$ cat src/rtl/uart_rx_handshake_parity_assert.svh
// ---------------------------------------------------------------------------
// uart receiver assertion macros
// clocked on clk_i, disabled while rst_ni is low
// ---------------------------------------------------------------------------
`ifndef UART_RX_HANDSHAKE_PARITY_ASSERT_SVH
`define UART_RX_HANDSHAKE_PARITY_ASSERT_SVH
`ifndef SYNTHESIS
`define URXHP_ASSERT(lbl, prop) \
  lbl: assert property (@(posedge clk_i) disable iff (!rst_ni) (prop)) \
    else $error("urxhp assertion failed");
`define URXHP_NEVER(lbl, expr) \
  lbl: assert property (@(posedge clk_i) disable iff (!rst_ni) !(expr)) \
    else $error("urxhp forbidden condition seen");
`else
`define URXHP_ASSERT(lbl, prop)
`define URXHP_NEVER(lbl, expr)
`endif
`endif

$ cat src/rtl/urxhp_pkg.sv
// ---------------------------------------------------------------------------
// urxhp_pkg
// shared constants and types of the uart receiver
// ---------------------------------------------------------------------------
package urxhp_pkg;

  localparam int unsigned FIFO_DEPTH_DEF = 64;
  localparam int unsigned CFG_IDX_W      = 2;
  localparam int unsigned CFG_DATA_W     = 16;

  localparam logic [CFG_IDX_W-1:0] REG_TICKS_PER_BIT = 2'd0;
  localparam logic [CFG_IDX_W-1:0] REG_PARITY_ODD    = 2'd1;

  localparam logic [15:0] TPB_RESET = 16'd868;
  localparam logic [15:0] TPB_MIN   = 16'd2;
  localparam logic [15:0] CNT_MAX   = 16'hFFFF;

  localparam logic [7:0] LINE_FEED = 8'h0A;
  localparam logic [7:0] BYTE_MASK = 8'h7F;
  localparam logic [3:0] LAST_BIT  = 4'd8;

  typedef enum logic [2:0] {
    TRAP_NONE     = 3'd0,
    TRAP_RX_LOW   = 3'd1,
    TRAP_RTS_HIGH = 3'd2,
    TRAP_BAD_STOP = 3'd3,
    TRAP_RTS_DROP = 3'd4
  } trap_e;

  typedef struct packed {
    logic [15:0] ticks_per_bit;
    logic        parity_odd;
  } cfg_t;

  typedef struct packed {
    logic       vld;
    logic [7:0] data;
  } push_t;

  typedef struct packed {
    logic  cts;
    logic  perr;
    trap_e trap;
  } frm_stat_t;

  typedef struct packed {
    logic       pop_valid;
    logic [7:0] pop_byte;
    logic       nonempty;
    logic       overflow;
  } fifo_stat_t;

  typedef struct packed {
    logic       cts_level;
    logic       pop_valid;
    logic [7:0] pop_byte;
    logic       fifo_nonempty;
    logic       overflow_flag;
    logic       parity_error;
    logic [2:0] trap_code;
  } res_t;

endpackage

$ cat src/rtl/uart_rx_handshake_parity.sv
// ---------------------------------------------------------------------------
// uart_rx_handshake_parity
// uart receiver with rts/cts flow control, parity check and receive fifo
// one item per cycle while in_ready_o is high; its result is registered
// a two-entry output stage keeps taking items while one result waits
// reset: receiver at start check, fifo empty, cts low, config at defaults
// ---------------------------------------------------------------------------
`include "uart_rx_handshake_parity_assert.svh"

module uart_rx_handshake_parity #(
  parameter int unsigned FIFO_DEPTH = urxhp_pkg::FIFO_DEPTH_DEF
) (
  input  logic                             clk_i,
  input  logic                             rst_ni,
  input  logic                             cfg_we_i,
  input  logic [urxhp_pkg::CFG_IDX_W-1:0]  cfg_idx_i,
  input  logic [urxhp_pkg::CFG_DATA_W-1:0] cfg_data_i,
  input  logic                             in_valid_i,
  output logic                             in_ready_o,
  input  logic                             rx_level_i,
  input  logic                             rts_level_i,
  input  logic                             pop_request_i,
  output logic                             out_valid_o,
  input  logic                             out_ready_i,
  output logic                             cts_level_o,
  output logic                             pop_valid_o,
  output logic [7:0]                       pop_byte_o,
  output logic                             fifo_nonempty_o,
  output logic                             overflow_flag_o,
  output logic                             parity_error_o,
  output logic [2:0]                       trap_code_o
);
  import urxhp_pkg::*;

  cfg_t       cfg_q;
  frm_stat_t  frm_stat;
  fifo_stat_t fifo_stat;
  push_t      push;
  res_t       res_d, out_q, skid_q;
  logic       out_valid_q, skid_valid_q;
  logic       in_fire, out_take;

  assign in_ready_o = !skid_valid_q;
  assign in_fire    = in_valid_i && in_ready_o;
  assign out_take   = out_valid_q && out_ready_i;

  // configuration registers
  always_ff @(posedge clk_i or negedge rst_ni) begin
    if (!rst_ni) begin
      cfg_q <= '{ticks_per_bit: TPB_RESET, parity_odd: 1'b0};
    end else if (cfg_we_i) begin
      case (cfg_idx_i)
        REG_TICKS_PER_BIT: cfg_q.ticks_per_bit <= cfg_data_i;
        REG_PARITY_ODD:    cfg_q.parity_odd    <= cfg_data_i[0];
        default: ;
      endcase
    end
  end

  urxhp_fifo #(
    .FIFO_DEPTH (FIFO_DEPTH)
  ) u_fifo (
    .clk_i     (clk_i),
    .rst_ni    (rst_ni),
    .en_i      (in_fire),
    .pop_req_i (pop_request_i),
    .push_i    (push),
    .stat_o    (fifo_stat)
  );

  urxhp_frame u_frame (
    .clk_i       (clk_i),
    .rst_ni      (rst_ni),
    .en_i        (in_fire),
    .rx_level_i  (rx_level_i),
    .rts_level_i (rts_level_i),
    .cfg_i       (cfg_q),
    .push_o      (push),
    .stat_o      (frm_stat)
  );

  always_comb begin
    res_d.cts_level     = frm_stat.cts;
    res_d.pop_valid     = fifo_stat.pop_valid;
    res_d.pop_byte      = fifo_stat.pop_byte;
    res_d.fifo_nonempty = fifo_stat.nonempty;
    res_d.overflow_flag = fifo_stat.overflow;
    res_d.parity_error  = frm_stat.perr;
    res_d.trap_code     = frm_stat.trap;
  end

  // output register with skid entry
  always_ff @(posedge clk_i or negedge rst_ni) begin
    if (!rst_ni) begin
      out_valid_q  <= 1'b0;
      skid_valid_q <= 1'b0;
    end else if (skid_valid_q) begin
      if (out_take) begin
        skid_valid_q <= 1'b0;
      end
    end else if (in_fire) begin
      if (!out_valid_q || out_take) begin
        out_valid_q <= 1'b1;
      end else begin
        skid_valid_q <= 1'b1;
      end
    end else if (out_take) begin
      out_valid_q <= 1'b0;
    end
  end

  always_ff @(posedge clk_i) begin
    if (skid_valid_q) begin
      if (out_take) begin
        out_q <= skid_q;
      end
    end else if (in_fire) begin
      if (!out_valid_q || out_take) begin
        out_q <= res_d;
      end else begin
        skid_q <= res_d;
      end
    end
  end

  assign out_valid_o     = out_valid_q;
  assign cts_level_o     = out_q.cts_level;
  assign pop_valid_o     = out_q.pop_valid;
  assign pop_byte_o      = out_q.pop_byte;
  assign fifo_nonempty_o = out_q.fifo_nonempty;
  assign overflow_flag_o = out_q.overflow_flag;
  assign parity_error_o  = out_q.parity_error;
  assign trap_code_o     = out_q.trap_code;

  `URXHP_NEVER(a_skid_without_out, skid_valid_q && !out_valid_q)
  `URXHP_ASSERT(a_pop_needs_item, !in_fire |-> !fifo_stat.pop_valid)
  `URXHP_ASSERT(a_trap_sticky, (frm_stat.trap != TRAP_NONE) |=> $stable(frm_stat.trap))
  `URXHP_ASSERT(a_overflow_sticky, fifo_stat.overflow |=> fifo_stat.overflow)

endmodule

$ cat src/rtl/urxhp_ram.sv
// ---------------------------------------------------------------------------
// urxhp_ram
// generic single write, single read ram with registered read data
// ---------------------------------------------------------------------------
module urxhp_ram #(
  parameter int unsigned WIDTH = 8,
  parameter int unsigned DEPTH = 64,
  parameter int unsigned AW    = (DEPTH > 1) ? $clog2(DEPTH) : 1
) (
  input  logic             clk_i,
  input  logic             we_i,
  input  logic [AW-1:0]    waddr_i,
  input  logic [WIDTH-1:0] wdata_i,
  input  logic [AW-1:0]    raddr_i,
  output logic [WIDTH-1:0] rdata_o
);

  logic [WIDTH-1:0] mem_q [DEPTH];
  logic [WIDTH-1:0] rdata_q;

  always_ff @(posedge clk_i) begin
    if (we_i) begin
      mem_q[waddr_i] <= wdata_i;
    end
    rdata_q <= mem_q[raddr_i];
  end

  assign rdata_o = rdata_q;

endmodule

$ cat src/rtl/urxhp_fifo.sv
// ---------------------------------------------------------------------------
// urxhp_fifo
// ring fifo of received bytes, pop before push, sticky overflow
// ---------------------------------------------------------------------------
module urxhp_fifo #(
  parameter int unsigned FIFO_DEPTH = 64
) (
  input  logic                   clk_i,
  input  logic                   rst_ni,
  input  logic                   en_i,
  input  logic                   pop_req_i,
  input  urxhp_pkg::push_t       push_i,
  output urxhp_pkg::fifo_stat_t  stat_o
);
  import urxhp_pkg::*;

  localparam int unsigned PW = (FIFO_DEPTH > 1) ? $clog2(FIFO_DEPTH) : 1;
  localparam logic [PW-1:0] PTR_LAST = PW'(FIFO_DEPTH - 1);

  function automatic logic [PW-1:0] ptr_next(input logic [PW-1:0] p);
    return (p == PTR_LAST) ? '0 : p + 1'b1;
  endfunction

  logic [PW-1:0] head_q, head_d, tail_q, tail_d;
  logic          ovf_q, ovf_d;
  logic          byp_sel_q, byp_sel_d;
  logic [7:0]    byp_data_q;
  logic [7:0]    ram_rdata, front;
  logic          pop_v, full, we;

  urxhp_ram #(
    .WIDTH (8),
    .DEPTH (FIFO_DEPTH),
    .AW    (PW)
  ) u_ram (
    .clk_i   (clk_i),
    .we_i    (we),
    .waddr_i (head_q),
    .wdata_i (push_i.data),
    .raddr_i (tail_d),
    .rdata_o (ram_rdata)
  );

  // front entry comes from the ram, or from a write that hit the read address
  assign front = byp_sel_q ? byp_data_q : ram_rdata;

  always_comb begin
    pop_v     = en_i && pop_req_i && (head_q != tail_q);
    tail_d    = pop_v ? ptr_next(tail_q) : tail_q;
    full      = (ptr_next(head_q) == tail_d);
    we        = en_i && push_i.vld && !full;
    head_d    = we ? ptr_next(head_q) : head_q;
    ovf_d     = ovf_q | (en_i && push_i.vld && full);
    byp_sel_d = we && (head_q == tail_d);

    stat_o.pop_valid = pop_v;
    stat_o.pop_byte  = pop_v ? front : 8'h00;
    stat_o.nonempty  = (head_d != tail_d);
    stat_o.overflow  = ovf_d;
  end

  always_ff @(posedge clk_i or negedge rst_ni) begin
    if (!rst_ni) begin
      head_q    <= '0;
      tail_q    <= '0;
      ovf_q     <= 1'b0;
      byp_sel_q <= 1'b0;
    end else begin
      head_q    <= head_d;
      tail_q    <= tail_d;
      ovf_q     <= ovf_d;
      byp_sel_q <= byp_sel_d;
    end
  end

  always_ff @(posedge clk_i) begin
    byp_data_q <= push_i.data;
  end

endmodule

$ cat src/rtl/urxhp_frame.sv
// ---------------------------------------------------------------------------
// urxhp_frame
// rts/cts handshake, bit timing, nine-bit frame and parity check
// ---------------------------------------------------------------------------
module urxhp_frame (
  input  logic                  clk_i,
  input  logic                  rst_ni,
  input  logic                  en_i,
  input  logic                  rx_level_i,
  input  logic                  rts_level_i,
  input  urxhp_pkg::cfg_t       cfg_i,
  output urxhp_pkg::push_t      push_o,
  output urxhp_pkg::frm_stat_t  stat_o
);
  import urxhp_pkg::*;

  typedef enum logic [2:0] {
    PH_START,
    PH_WAIT_RTS,
    PH_IDLE,
    PH_CENTRE,
    PH_DATA,
    PH_STOP,
    PH_TRAP
  } phase_e;

  phase_e      phase_q, phase_d;
  logic [15:0] cnt_q, cnt_d, cnt_inc;
  logic [3:0]  bit_idx_q, bit_idx_d;
  logic [7:0]  shift_q, shift_d;
  logic        par_q, par_d, par_n;
  logic        cts_q, cts_d;
  trap_e       trap_q, trap_d;
  logic        perr;
  logic [15:0] full_per, half_per;
  logic        hit_half, hit_full;

  always_comb begin
    full_per = (cfg_i.ticks_per_bit < TPB_MIN) ? TPB_MIN : cfg_i.ticks_per_bit;
    half_per = full_per >> 1;
    cnt_inc  = (cnt_q != CNT_MAX) ? cnt_q + 16'd1 : cnt_q;
    hit_half = (cnt_inc >= half_per);
    hit_full = (cnt_inc >= full_per);
  end

  always_comb begin
    phase_d   = phase_q;
    cnt_d     = cnt_q;
    bit_idx_d = bit_idx_q;
    shift_d   = shift_q;
    par_d     = par_q;
    par_n     = par_q ^ rx_level_i;
    cts_d     = cts_q;
    trap_d    = trap_q;
    perr      = 1'b0;
    push_o    = '{vld: 1'b0, data: shift_q};
    if (en_i) begin
      case (phase_q)
        PH_START: begin
          if (!rx_level_i) begin
            trap_d  = TRAP_RX_LOW;
            phase_d = PH_TRAP;
          end else if (rts_level_i) begin
            trap_d  = TRAP_RTS_HIGH;
            phase_d = PH_TRAP;
          end else begin
            phase_d = PH_WAIT_RTS;
          end
        end
        PH_WAIT_RTS: begin
          if (rts_level_i) begin
            cts_d   = 1'b1;
            phase_d = PH_IDLE;
          end
        end
        PH_IDLE: begin
          if (!rts_level_i) begin
            cts_d   = 1'b0;
            push_o  = '{vld: 1'b1, data: LINE_FEED};
            phase_d = PH_START;
          end else if (!rx_level_i) begin
            cnt_d   = '0;
            phase_d = PH_CENTRE;
          end
        end
        PH_CENTRE: begin
          cnt_d = cnt_inc;
          if (hit_half) begin
            cnt_d     = '0;
            bit_idx_d = '0;
            shift_d   = '0;
            par_d     = 1'b0;
            phase_d   = PH_DATA;
          end
        end
        PH_DATA: begin
          cnt_d = cnt_inc;
          if (hit_full) begin
            cnt_d = '0;
            if (!rts_level_i) begin
              trap_d  = TRAP_RTS_DROP;
              phase_d = PH_TRAP;
            end else begin
              par_d = par_n;
              if (!bit_idx_q[3]) begin
                shift_d[bit_idx_q[2:0]] = rx_level_i;
              end
              bit_idx_d = bit_idx_q + 4'd1;
              if (bit_idx_q >= LAST_BIT) begin
                bit_idx_d = '0;
                shift_d   = shift_d & BYTE_MASK;
                if (par_n != cfg_i.parity_odd) begin
                  perr    = 1'b1;
                  phase_d = PH_IDLE;
                end else begin
                  phase_d = PH_STOP;
                end
              end
            end
          end
        end
        PH_STOP: begin
          cnt_d = cnt_inc;
          if (hit_full) begin
            cnt_d = '0;
            if (!rts_level_i) begin
              trap_d  = TRAP_RTS_DROP;
              phase_d = PH_TRAP;
            end else if (!rx_level_i) begin
              trap_d  = TRAP_BAD_STOP;
              phase_d = PH_TRAP;
            end else begin
              push_o  = '{vld: 1'b1, data: shift_q};
              phase_d = PH_IDLE;
            end
          end
        end
        PH_TRAP: begin
          phase_d = PH_TRAP;
        end
        default: begin
          phase_d = PH_TRAP;
        end
      endcase
    end
    stat_o = '{cts: cts_d, perr: perr, trap: trap_d};
  end

  always_ff @(posedge clk_i or negedge rst_ni) begin
    if (!rst_ni) begin
      phase_q   <= PH_START;
      cnt_q     <= '0;
      bit_idx_q <= '0;
      shift_q   <= '0;
      par_q     <= 1'b0;
      cts_q     <= 1'b0;
      trap_q    <= TRAP_NONE;
    end else begin
      phase_q   <= phase_d;
      cnt_q     <= cnt_d;
      bit_idx_q <= bit_idx_d;
      shift_q   <= shift_d;
      par_q     <= par_d;
      cts_q     <= cts_d;
      trap_q    <= trap_d;
    end
  end

endmodule

$ cat config.mk
export PLATFORM = sky130hd
export DESIGN_NAME = uart_rx_handshake_parity
export DESIGN_NICKNAME = d
export VERILOG_FILES = /design/src/rtl/urxhp_pkg.sv /design/src/rtl/uart_rx_handshake_parity.sv /design/src/rtl/urxhp_ram.sv /design/src/rtl/urxhp_fifo.sv /design/src/rtl/urxhp_frame.sv
export VERILOG_INCLUDE_DIRS = /design/src /design/src/rtl
export SDC_FILE = /design/constraint.sdc
export NUM_CORES = 1
export LEC_CHECK = 0
export ABC_AREA = 1
export ABC_CLOCK_PERIOD_IN_PS = 4800
export BUFFER_PORTS_ARGS = -buffer_cell sky130_fd_sc_hd__buf_2
export CAP_MARGIN = 10
export CORE_MARGIN = 5
export CORE_UTILIZATION = 35
export CTS_BUF_LIST = sky130_fd_sc_hd__clkbuf_4 sky130_fd_sc_hd__clkbuf_8
export CTS_CLUSTER_DIAMETER = 150
export CTS_CLUSTER_SIZE = 14
export DETAILED_ROUTE_END_ITERATION = 12
export SLEW_MARGIN = 15
export SYNTH_ARGS = -nofsm -noshare
export SYNTH_HDL_FRONTEND = slang
export SYNTH_HIERARCHICAL = 1
export SYNTH_SLANG_ARGS = --single-unit
$ cat constraint.sdc
create_clock -name clk_i -period 4.8 [get_ports clk_i]
set_clock_uncertainty 0.15 [all_clocks]
set_input_delay 0.48 -clock clk_i [delete_from_list [all_inputs] [get_ports clk_i]]
set_output_delay 0.48 -clock clk_i [all_outputs]
set_load 0.02 [all_outputs]
### After elaboration in Yosys (flattened, before gate mapping)

Memories as Yosys holds them, arrays and structs flattened. A register that Yosys moved wholly into a read port is not among the register bits.
Index checks and enable logic that the tools add are counted.

| cells by class | value |
|---|---|
| $add $sub $neg | 4 |
| $lt $le $gt $ge | 6 |
| eq/ne operators | 26 |
| muxes and demuxes | 82 |
| bitwise operators | 4 |
| reduce and logical (&&, ||, !) cells | 30 |

Operators with widths:

| kind | count |
|---|---|
| 16-bit 2-to-1 mux | 10 |
| 3-bit 2-to-1 mux | 21 |
| 8-bit 2-to-1 mux | 7 |
| 16-bit one-hot mux with 3 select lines | 1 |
| 9-bit 2-to-1 mux | 5 |
| 6-bit 2-to-1 mux | 4 |
| 1-bit 2-to-1 mux | 21 |
| 3-bit one-hot mux with 6 select lines | 1 |
| 9-bit one-hot mux with 2 select lines | 1 |
| 16-bit by 1-bit adder with 16-bit output (second input constant) | 1 |
| 16-bit by 15-bit >= comparator with 1-bit output | 1 |
| 16-bit >= comparator | 1 |
| 16-bit by 2-bit less-than comparator with 1-bit output (second input constant) | 1 |
| 4-bit 2-to-1 mux | 4 |
| 16-bit inequality test (second input constant) | 1 |
| 8-bit one-hot mux with 2 select lines | 1 |
| 6-bit by 1-bit adder with 6-bit output (second input constant) | 2 |
| 6-bit equality test | 2 |
| 6-bit equality test (second input constant) | 2 |
| 6-bit inequality test | 2 |
| 2-bit inequality test (second input constant) | 5 |
| 1-bit logical AND | 9 |
| 3-bit one-hot mux with 3 select lines | 1 |
| 3-bit AND reduction | 3 |
| 31 further kinds | 45 |

| storage, ports and cells | value |
|---|---|
| register bits | 109 |
| bits in writable memories | 512 |
| input bits | 26 |
| output and inout port bits | 18 |
| word-level logic and storage cells | 184 |
| memories | 1 |

Memories:

| name | depth | bits a word | read ports | clocked after memory_dff | wr ports | line | RTL |
|---|---|---|---|---|---|---|---|
| u_fifo.u_ram.mem_q | 64 | 8 | 1 | 1 | 1 | urxhp_ram.sv:18 | `logic [WIDTH-1:0] mem_q [DEPTH];` |

### Depth between registers and ports, before layout

Gate-level depths: netlist of run 1.

| depth | value |
|---|---|
| depth after elaboration | 13 |
| mapped depth | 30 |
| mapped depth without buffers | 30 |

### Hierarchy

Netlist of run 1, hierarchy kept.

Modules (own cells, without submodules):

| module | times used | cells an instance | area an instance (µm²) | sequential area each (µm²) |
|---|---|---|---|---|
| urxhp_ram | 1 | 1,806 | 21,345.5 | 15,534.9 |
| urxhp_frame | 1 | 479 | 3,324.4 | 900.9 |
| uart_rx_handshake_parity | 1 | 175 | 1,969.4 | 1,442.6 |
| urxhp_fifo | 1 | 252 | 1,636.6 | 510.5 |

### Least setup slack after synthesis of run 1

Ideal clock, no wire load.

| path | value |
|---|---|
| path kind | register to register |
| from | register u_frame.cnt_q[0] |
| to | memory u_fifo.u_ram.mem_q[32][0], enable pin |
| setup time | 395 ps |
| arrival | 4,285 ps |
| required time | 4,255 ps |
| path slack | -30 ps |
| cell stages (with the launch flop) | 26 |
| path buffers | 2 |
| period minus slack after synthesis | 4,830 ps |
| cells stage by stage | dfrtp_1 ha_1 nand2_1 nor3_2 nand3_1 nor2_1 nand2_1 nand2_1 xor2_1 inv_1 ha_1 nand2_1 o21ai_0 nand2_1 nand2_1 nand2_1 nand3_1 a31o_2 nand2_1 inv_1 nand2_4 buf_8 inv_1 clkbuf_1 nand3_1 nor4_1 |

RTL lines:

| what | line | RTL |
|---|---|---|
| start: declaration | urxhp_frame.sv:28 | `logic [15:0] cnt_q, cnt_d, cnt_inc;` |
| start signal: assignment | urxhp_frame.sv:160 | `cnt_q <= cnt_d;` |
| end: declaration | urxhp_ram.sv:18 |  |

==> results of run 1 <==
-- per-layer routing --
metal | global-route usage (%) | vias to the layer above | part of all wire, %
li1 | - | 9542 | -
met1 | 23.2 | 9614 | 44
met3 | 3.15 | 90 | 7.1
met5 | 0 | - | 0
met4 | 3.84 | 0 | 2.1
met2 | 26.7 | 667 | 47
-- area by class of cell --
cell class	instances	area, µm²	area share [%]
clock inverters	5	72.6	0.231
multi-input cells	1816	8520	27.2
well taps	1060	1330	4.23
repair inverters	1	7.51	0.0239
clock buffers	68	830	2.65
inverters	131	508	1.62
repair buffers	212	1710	5.44
diodes	1	2.50	0.00798
flip-flops and latches	629	18400	58.6
-- sequential cells by signal, indices dropped and copies added, names as in the netlist, 3 cells and up --
register	flops
pop_byte_o	8
u_frame/phase_q	3
u_frame/cnt_q	16
u_fifo/tail_q	6
u_fifo/u_ram/mem_q	512
u_frame/trap_q	3
u_frame/bit_idx_q	4
u_fifo/head_q	6
cfg_q	17
trap_code_o	3
u_frame/shift_q	8
skid_q	16
u_fifo/u_ram/rdata_o	8
u_fifo/byp_data_q	8
-- final timing paths --
kind                                  start                   endpoint  depth (start not counted)
min                                cfg_we_i                   cfg_q[1]                          3
max reg2reg                u_frame/cnt_q[0]  u_fifo/u_ram/mem_q[14][7]                         23
max                        u_frame/cnt_q[0]  u_fifo/u_ram/mem_q[14][7]                         23
min in group asynchronous            rst_ni          u_frame/cnt_q[10]                          2
min reg2reg                        cfg_q[7]                   cfg_q[7]                          2
max in group asynchronous            rst_ni               skid_valid_q                          2
-- repair_timing --
action                     CTS  global route
setup endpoints to repair    0           514
hold endpoints to repair    83             0
resized for setup            0            17
hold buffers                38             0
buffers inserted             0             4
-- where the power goes --
part           total (mW)  internal, mW  switching (mW)
clock network        2.89          1.13            1.76
registers            6.50          6.35           0.150
logic                6.40          1.76            4.64
-- worst reg2reg max path: stages, from the launching register on --
cell and delay [ns]:
dfrtp_1 0.42, ha_2 0.21, nand2_1 0.11, nor3_4 0.21
nand3_1 0.13, nor2_2 0.22, nand2_2 0.11, nand3_1 0.11
xor2_1 0.24, inv_1 0.09, ha_1 0.28, nand2_1 0.07
o21ai_0 0.29, a21oi_2 0.12, nand3_2 0.12, a31o_2 0.15
nand2_1 0.08, inv_2 0.10, nand2_4 0.10, clkinvlp_4 0.14
nand4_1 0.19, buf_4 0.23, nor2_1 0.13, buf_4 0.21
-- cells in the final DEF, fill, tap and decap left out, types with 8 or more instances in the layout --
cell           instances
a21oi_1               32
buf_12                 9
buf_2                 42
buf_4                120
clkbuf_4              17
clkbuf_8              51
dfrtp_1               64
dfxtp_1               16
dlygate4sd3_1         38
edfxtp_1             544
ha_1                  34
inv_1                112
inv_2                 13
nand2_1              931
nand2_2               13
nand3_1              523
nand4_1               33
nor2_1                96
nor2_4                10
nor3_1                16
nor4_1                13
o21ai_0               25
o21ai_1                8
or2_2                 11
xor2_1                10
-- cells by family after synthesis --
| family | synth area share (%) |
|---|---|
| compound gates | 1.95 |
| fa+ha+maj | 1.55 |
| xor+xnor | 0.403 |
| flops | 65.0 |
| buf+inv | 5.17 |
| simple gates | 25.9 |
-- stage by stage --
stage	instance area, µm²	power, mW	std cells	setup slack (ns)
after floorplan	28300	11.1	2712	-0.0297
after global placement	30000	12.9	3806	0.222
after detailed placement	30000	12.9	3806	0.171
after CTS	31300	15.8	3917	0.115
after global routing	31400	16.8	3923	-0.0695
final	31400	15.8	3923	0.297
==> qor.yml, run 1 <==
status: "completed"
start_util_pct: 35.2
die_area_um2: 86600
die_height_um: 294
setup_viol_count_final: 0
grt_overflow: 0
grt_antenna_before_repair: 1
n_fill_cell: 7804
clkSlewWorstSetupHoldPaths_ns: 0.10
vias_per_cell: 5.08
place.gp.congestion: 0.883
slew_violations: 0
synth.avg_cell_area_um2: 10.4
holdWs_ns: 0.117
crit_path_start_kind: "flip-flop"
htreeDepth: 2
min_period_ns: 4.50
root_buffer: "clkbuf_8"
slowest_delay_ns: 0.42
synth_top_cell_by_area: "edfxtp_1"
cp_top_family: "simple AND/OR/NAND/NOR gates"
max_freq_ghz: 0.222
crit_fanout: 8
finalCritPeriodShare_pct: 93.8
clk_latency_ns: 0.72
areaGrowthSynthToFinish_pct: 10.9
worstPathArrival_ns: 4.74
synth_top_area_share_pct: 57.8
leakage_nw: 12.4
final_core_util_pct: 39.1
drive_above_1_share_pct: 11.9
drtIter0Drc: 2061
r2r_slack_ns: 0.30
crit_buf_inv: 5
crit_chain: "ha_2 -> nand2_1 -> nor3_4 -> nand3_1 -> nor2_2 -> nand2_2 -> nand3_1 -> xor2_1 -> inv_1 -> ha_1 -> nand2_1 -> o21ai_0 -> a21oi_2 -> nand3_2 -> a31o_2 -> nand2_1 -> inv_2 -> nand2_4 -> clkinvlp_4 -> nand4_1 -> buf_4 -> nor2_1 -> buf_4"
post_drt_wl_per_cell_um: 18.7
dp_hpwl_mm: 45.2
synth_async_sr_flop_share_pct: 11.0
pin_count: 44
routed-via-count: 19913
synth_common_cells: "nand2_1 (935), edfxtp_1 (544), nand3_1 (524)"
cpMostUsedCell: "nand2_1"
tightest_slew_ns: 1.02
drt_pass1_iterations: 5
grtUsageTotal_pct: 16.5
grt_pass1_vias: 19234
numCtsBuffers: 51
relSlewSlack_pct: 31.8
ys_types: 53
wl_mm: 73.4
endpoint_kind: "flip-flop"
rows: 104
die_x_um: 294
core-area_um2: 80300
netlist_top_cells_area: "edfxtp_1 (58%), nand2_1 (12%), nand3_1 (9.3%), dfrtp_1 (5.7%), ha_1 (1.5%)"
cp.required_ns: 5.04
drc: 0
antenna_left: 0
cts.sink_count: 629
clockBufferDepth: 3
power_density_nw_per_um2: 503
syn_nets: 2773
ys_seq_elements: 629
synth-main-ff-cell: "edfxtp_1"
crit_type: "flip-flop to flip-flop"
min_path_type: "primary input to flip-flop"
syn_area_um2: 28300
rsz0062_at_grt: "true"
yosysSeqAreaShare_pct: 65.0
synth_edf_count: 544
cts_tree: "done"
drv_cap: 0
vdd_drop_max_uv: 252
grt_max_degree: 74
syn-instance-count: 2712
portBuffers: 43
cp_slowest_cell: "dfrtp_1"
yosysMostFrequentCell: "nand2_1"
hold_viol_final: 0
final_nets: 2903
yosys_warnings: 6
grt_pass1_wl_mm: 113
setup_tns_ns: 0
No activity file was read; power rests on OpenSTA's default activity.
==> run 2, diff against run 1 <==
--- a/config.mk
+++ b/config.mk
@@ -10,9 +10,9 @@
 export ABC_CLOCK_PERIOD_IN_PS = 4800
 export BUFFER_PORTS_ARGS = -buffer_cell sky130_fd_sc_hd__buf_2
 export CAP_MARGIN = 10
-export CORE_MARGIN = 5
+export CORE_MARGIN = 2
 export CORE_UTILIZATION = 35
-export CTS_BUF_LIST = sky130_fd_sc_hd__clkbuf_4 sky130_fd_sc_hd__clkbuf_8
+export CTS_BUF_LIST = sky130_fd_sc_hd__clkbuf_4
 export CTS_CLUSTER_DIAMETER = 150
 export CTS_CLUSTER_SIZE = 14
 export DETAILED_ROUTE_END_ITERATION = 12
==> run 2 against run 1 <==
First-iteration DRC count rose by 3.3%. Clock power fell by 17%. Fmax fell by 0.63%. Combinational power barely moved. Final cell count rose by 0.41%. Sequential share of layout area rose by 0.32 points. Routed wire length barely moved. Register-to-register slack got worse by 0.03 ns. Critical path type unchanged.
==> qor.yml, run 2 (synthesized netlist as in run 1, its figures left out) <==
finalCritPeriodShare_pct: 94.4  # +0.59 points
status: "completed"
timing.rr.start: "u_frame/cnt_q[0]"
cp.required_ns: 5.26  # +0.22 ns
min_path_type: "primary input to async pin"
crit_type: "flip-flop to flip-flop"
drv_cap: 0  # unchanged
grt_antenna_before_repair: 2  # +1
grtUsageTotal_pct: 17.6  # +1.1 points
final_core_util_pct: 38.9  # -0.21 points
root_buffer: "clkbuf_4"
top_register: "u_fifo/u_ram/mem_q"
finalNonFillerCells: 3939  # +0.41%
startpoint: "u_frame/cnt_q[0]"
met2_length_mm: 33.8  # -1.8%
crit_path_start_kind: "flip-flop"
vias_per_cell: 5.09  # +0.33%
top_regs: "u_fifo/u_ram/mem_q (512), cfg_q (17)"
clk_latency_ns: 0.91  # +0.19 ns
wl_mm: 73.4  # about the same
dpl-instance-area_um2: 29900  # -0.19%
cts.sink_count: 629  # unchanged
wl_met1_mm: 32.6  # +0.80%
vdd_drop_max_uv: 317  # +26%
dp_hpwl_mm: 45.7  # +1.2%
numCtsBuffers: 50  # -2.0%
holdWs_ns: 0.0862  # -0.0305 ns
drt_pass1_iterations: 5  # unchanged
relSlewSlack_pct: 30.6  # -1.2 points
final_common_cell: "nand2_1"
cts_tree: "done"
cp-endpoint: "u_fifo/u_ram/mem_q[58][6]"
core-area_um2: 80300  # unchanged
drtIter0Drc: 2129  # +3.3%
place.gp.congestion: 0.899  # +1.9%
final_cell_mix: "nand2_1 (931), edfxtp_1 (544), nand3_1 (521), buf_4 (114), inv_1 (112)"
die_height_um: 288  # -2.0%
clkSlewWorstSetupHoldPaths_ns: 0.18  # +0.08 ns
r2r_slack_ns: 0.27  # -0.03 ns
clockBufferDepth: 3  # unchanged
reg2reg_depth: 26  # +13%
grt_pass1_vias: 19509  # +1.4%
antenna_left: 0  # unchanged
stdcell_area_um2: 31200  # -0.54%
setup_viol_count_final: 0  # unchanged
wl_met3_mm: 5.32  # +2.2%
pin_count: 44  # unchanged
htreeDepth: 2  # unchanged
post_drt_wl_per_cell_um: 18.6  # -0.42%
rsz0062_at_grt: "false"
tightest_slew_ns: 1.04  # +0.0152 ns
top_layer: "met4"
areaGrowthSynthToFinish_pct: 10.3
fin_ws_ns: 0.268  # -0.0284 ns
rows: 104  # unchanged
worstPathArrival_ns: 4.99  # +0.25 ns
dp.cells: 3800  # -0.16%
rr_endpoint: "u_fifo/u_ram/mem_q[58][6]"
leakage_nw: 12.3  # -0.58%
max_freq_ghz: 0.221  # -0.63%
die_x_um: 288  # -2.0%
grt_overflow: 0  # unchanged
power_density_nw_per_um2: 489  # -2.8%
dp_slack_ns: -0.0208  # -0.191 ns
min_period_ns: 4.53  # +0.0284 ns
grt_pass1_wl_mm: 113  # +0.29%
crit_fanout: 8  # unchanged
die_area_um2: 83100  # -4.0%
drive_above_1_share_pct: 11.7  # -0.22 points
grt_max_degree: 97  # +31%
routed-via-count: 20060  # +0.74%
hold_viol_final: 0  # unchanged
final_nets: 2914  # +0.38%
start_util_pct: 35.2  # unchanged
slew_violations: 0  # unchanged
largest_reg_flops: 512  # unchanged
drc: 0  # unchanged
portBuffers: 43  # unchanged
endpoint_kind: "flip-flop"
## run 2: cell types whose count changed in the layout (fill, tap and decap cells not counted), sizes merged
cell / delta
dlygate4sd3: +20
clkinv: -3
diode: +4
buf: -8
bufinv: +1
clkbuf: +2
## run 2: area by class of cell
cell class	count	area [µm²]
Antenna cell	5	12.5
Clock buffer	70	526
Clock inverter	3	47.5
Fill cell	7822	49100
Inverter	131	508
Multi-Input combinational cell	1816	8550
Sequential cell	629	18400
Tap cell	1060	1330
Timing Repair Buffer	224	1830
Timing Repair inverter	1	5.00
## run 2: where the power goes
group          switching (mW)  internal (mW)  total [mW]
Combinational            4.61           1.76        6.37
Clock                    1.67          0.719        2.39
Sequential              0.161           6.35        6.51
## run 2: worst min-delay path by stage
stage | start | depth (start not counted) | endpoint
3_3_place_gp | cfg_q[7] | 2 | cfg_q[7]
2_1_floorplan | rst_ni | 0 | cfg_q[0]
3_5_place_dp | cfg_q[7] | 2 | cfg_q[7]
6_report | rst_ni | 2 | cfg_q[12]
4_1_cts | rst_ni | 2 | cfg_q[16]
5_1_grt | rst_ni | 2 | cfg_q[16]
## run 2: what timing repair did
action	CTS	global route
setup endpoints to repair	70	514
setup buffers	0	2
pin swaps	0	2
gates resized for setup	3	15
hold buffers	58	0
cloned	0	1
hold endpoints to repair	102	0
## run 2: critical path, stage by stage, from the launching register on
cell        delay [ns]
dfrtp_1           0.42
ha_1              0.21
nand2_1           0.11
nor3_4            0.23
nand3_2           0.12
nor2_4            0.17
nand2_2           0.10
nand2_2           0.12
nor3_2            0.07
nand2_1           0.07
nand2_1           0.05
nand2_1           0.09
inv_1             0.07
ha_1              0.31
a21oi_1           0.14
o21ai_0           0.13
a21oi_2           0.20
nand3_2           0.14
a31o_2            0.23
nand2_1           0.10
inv_2             0.07
nand2_4           0.11
clkinvlp_2        0.17
nand4_1           0.14
buf_4             0.27
nor2_1            0.07
buf_4             0.19
## run 2: metal layers
layer / track usage (%) / vias up
li1: - / 9588
met1: 24.4 / 9705
met2: 28.2 / 661
met3: 3.48 / 106
met4: 4.60 / 0
met5: 0 / -
## run 2: stage by stage
step / total power, mW / setup TNS, ns
2_1_floorplan: 11.1 / -1.90
3_3_place_gp: 12.8 / 0
3_5_place_dp: 12.9 / -0.210
4_1_cts: 15.3 / 0
5_1_grt: 16.2 / 0
6_report: 15.3 / 0
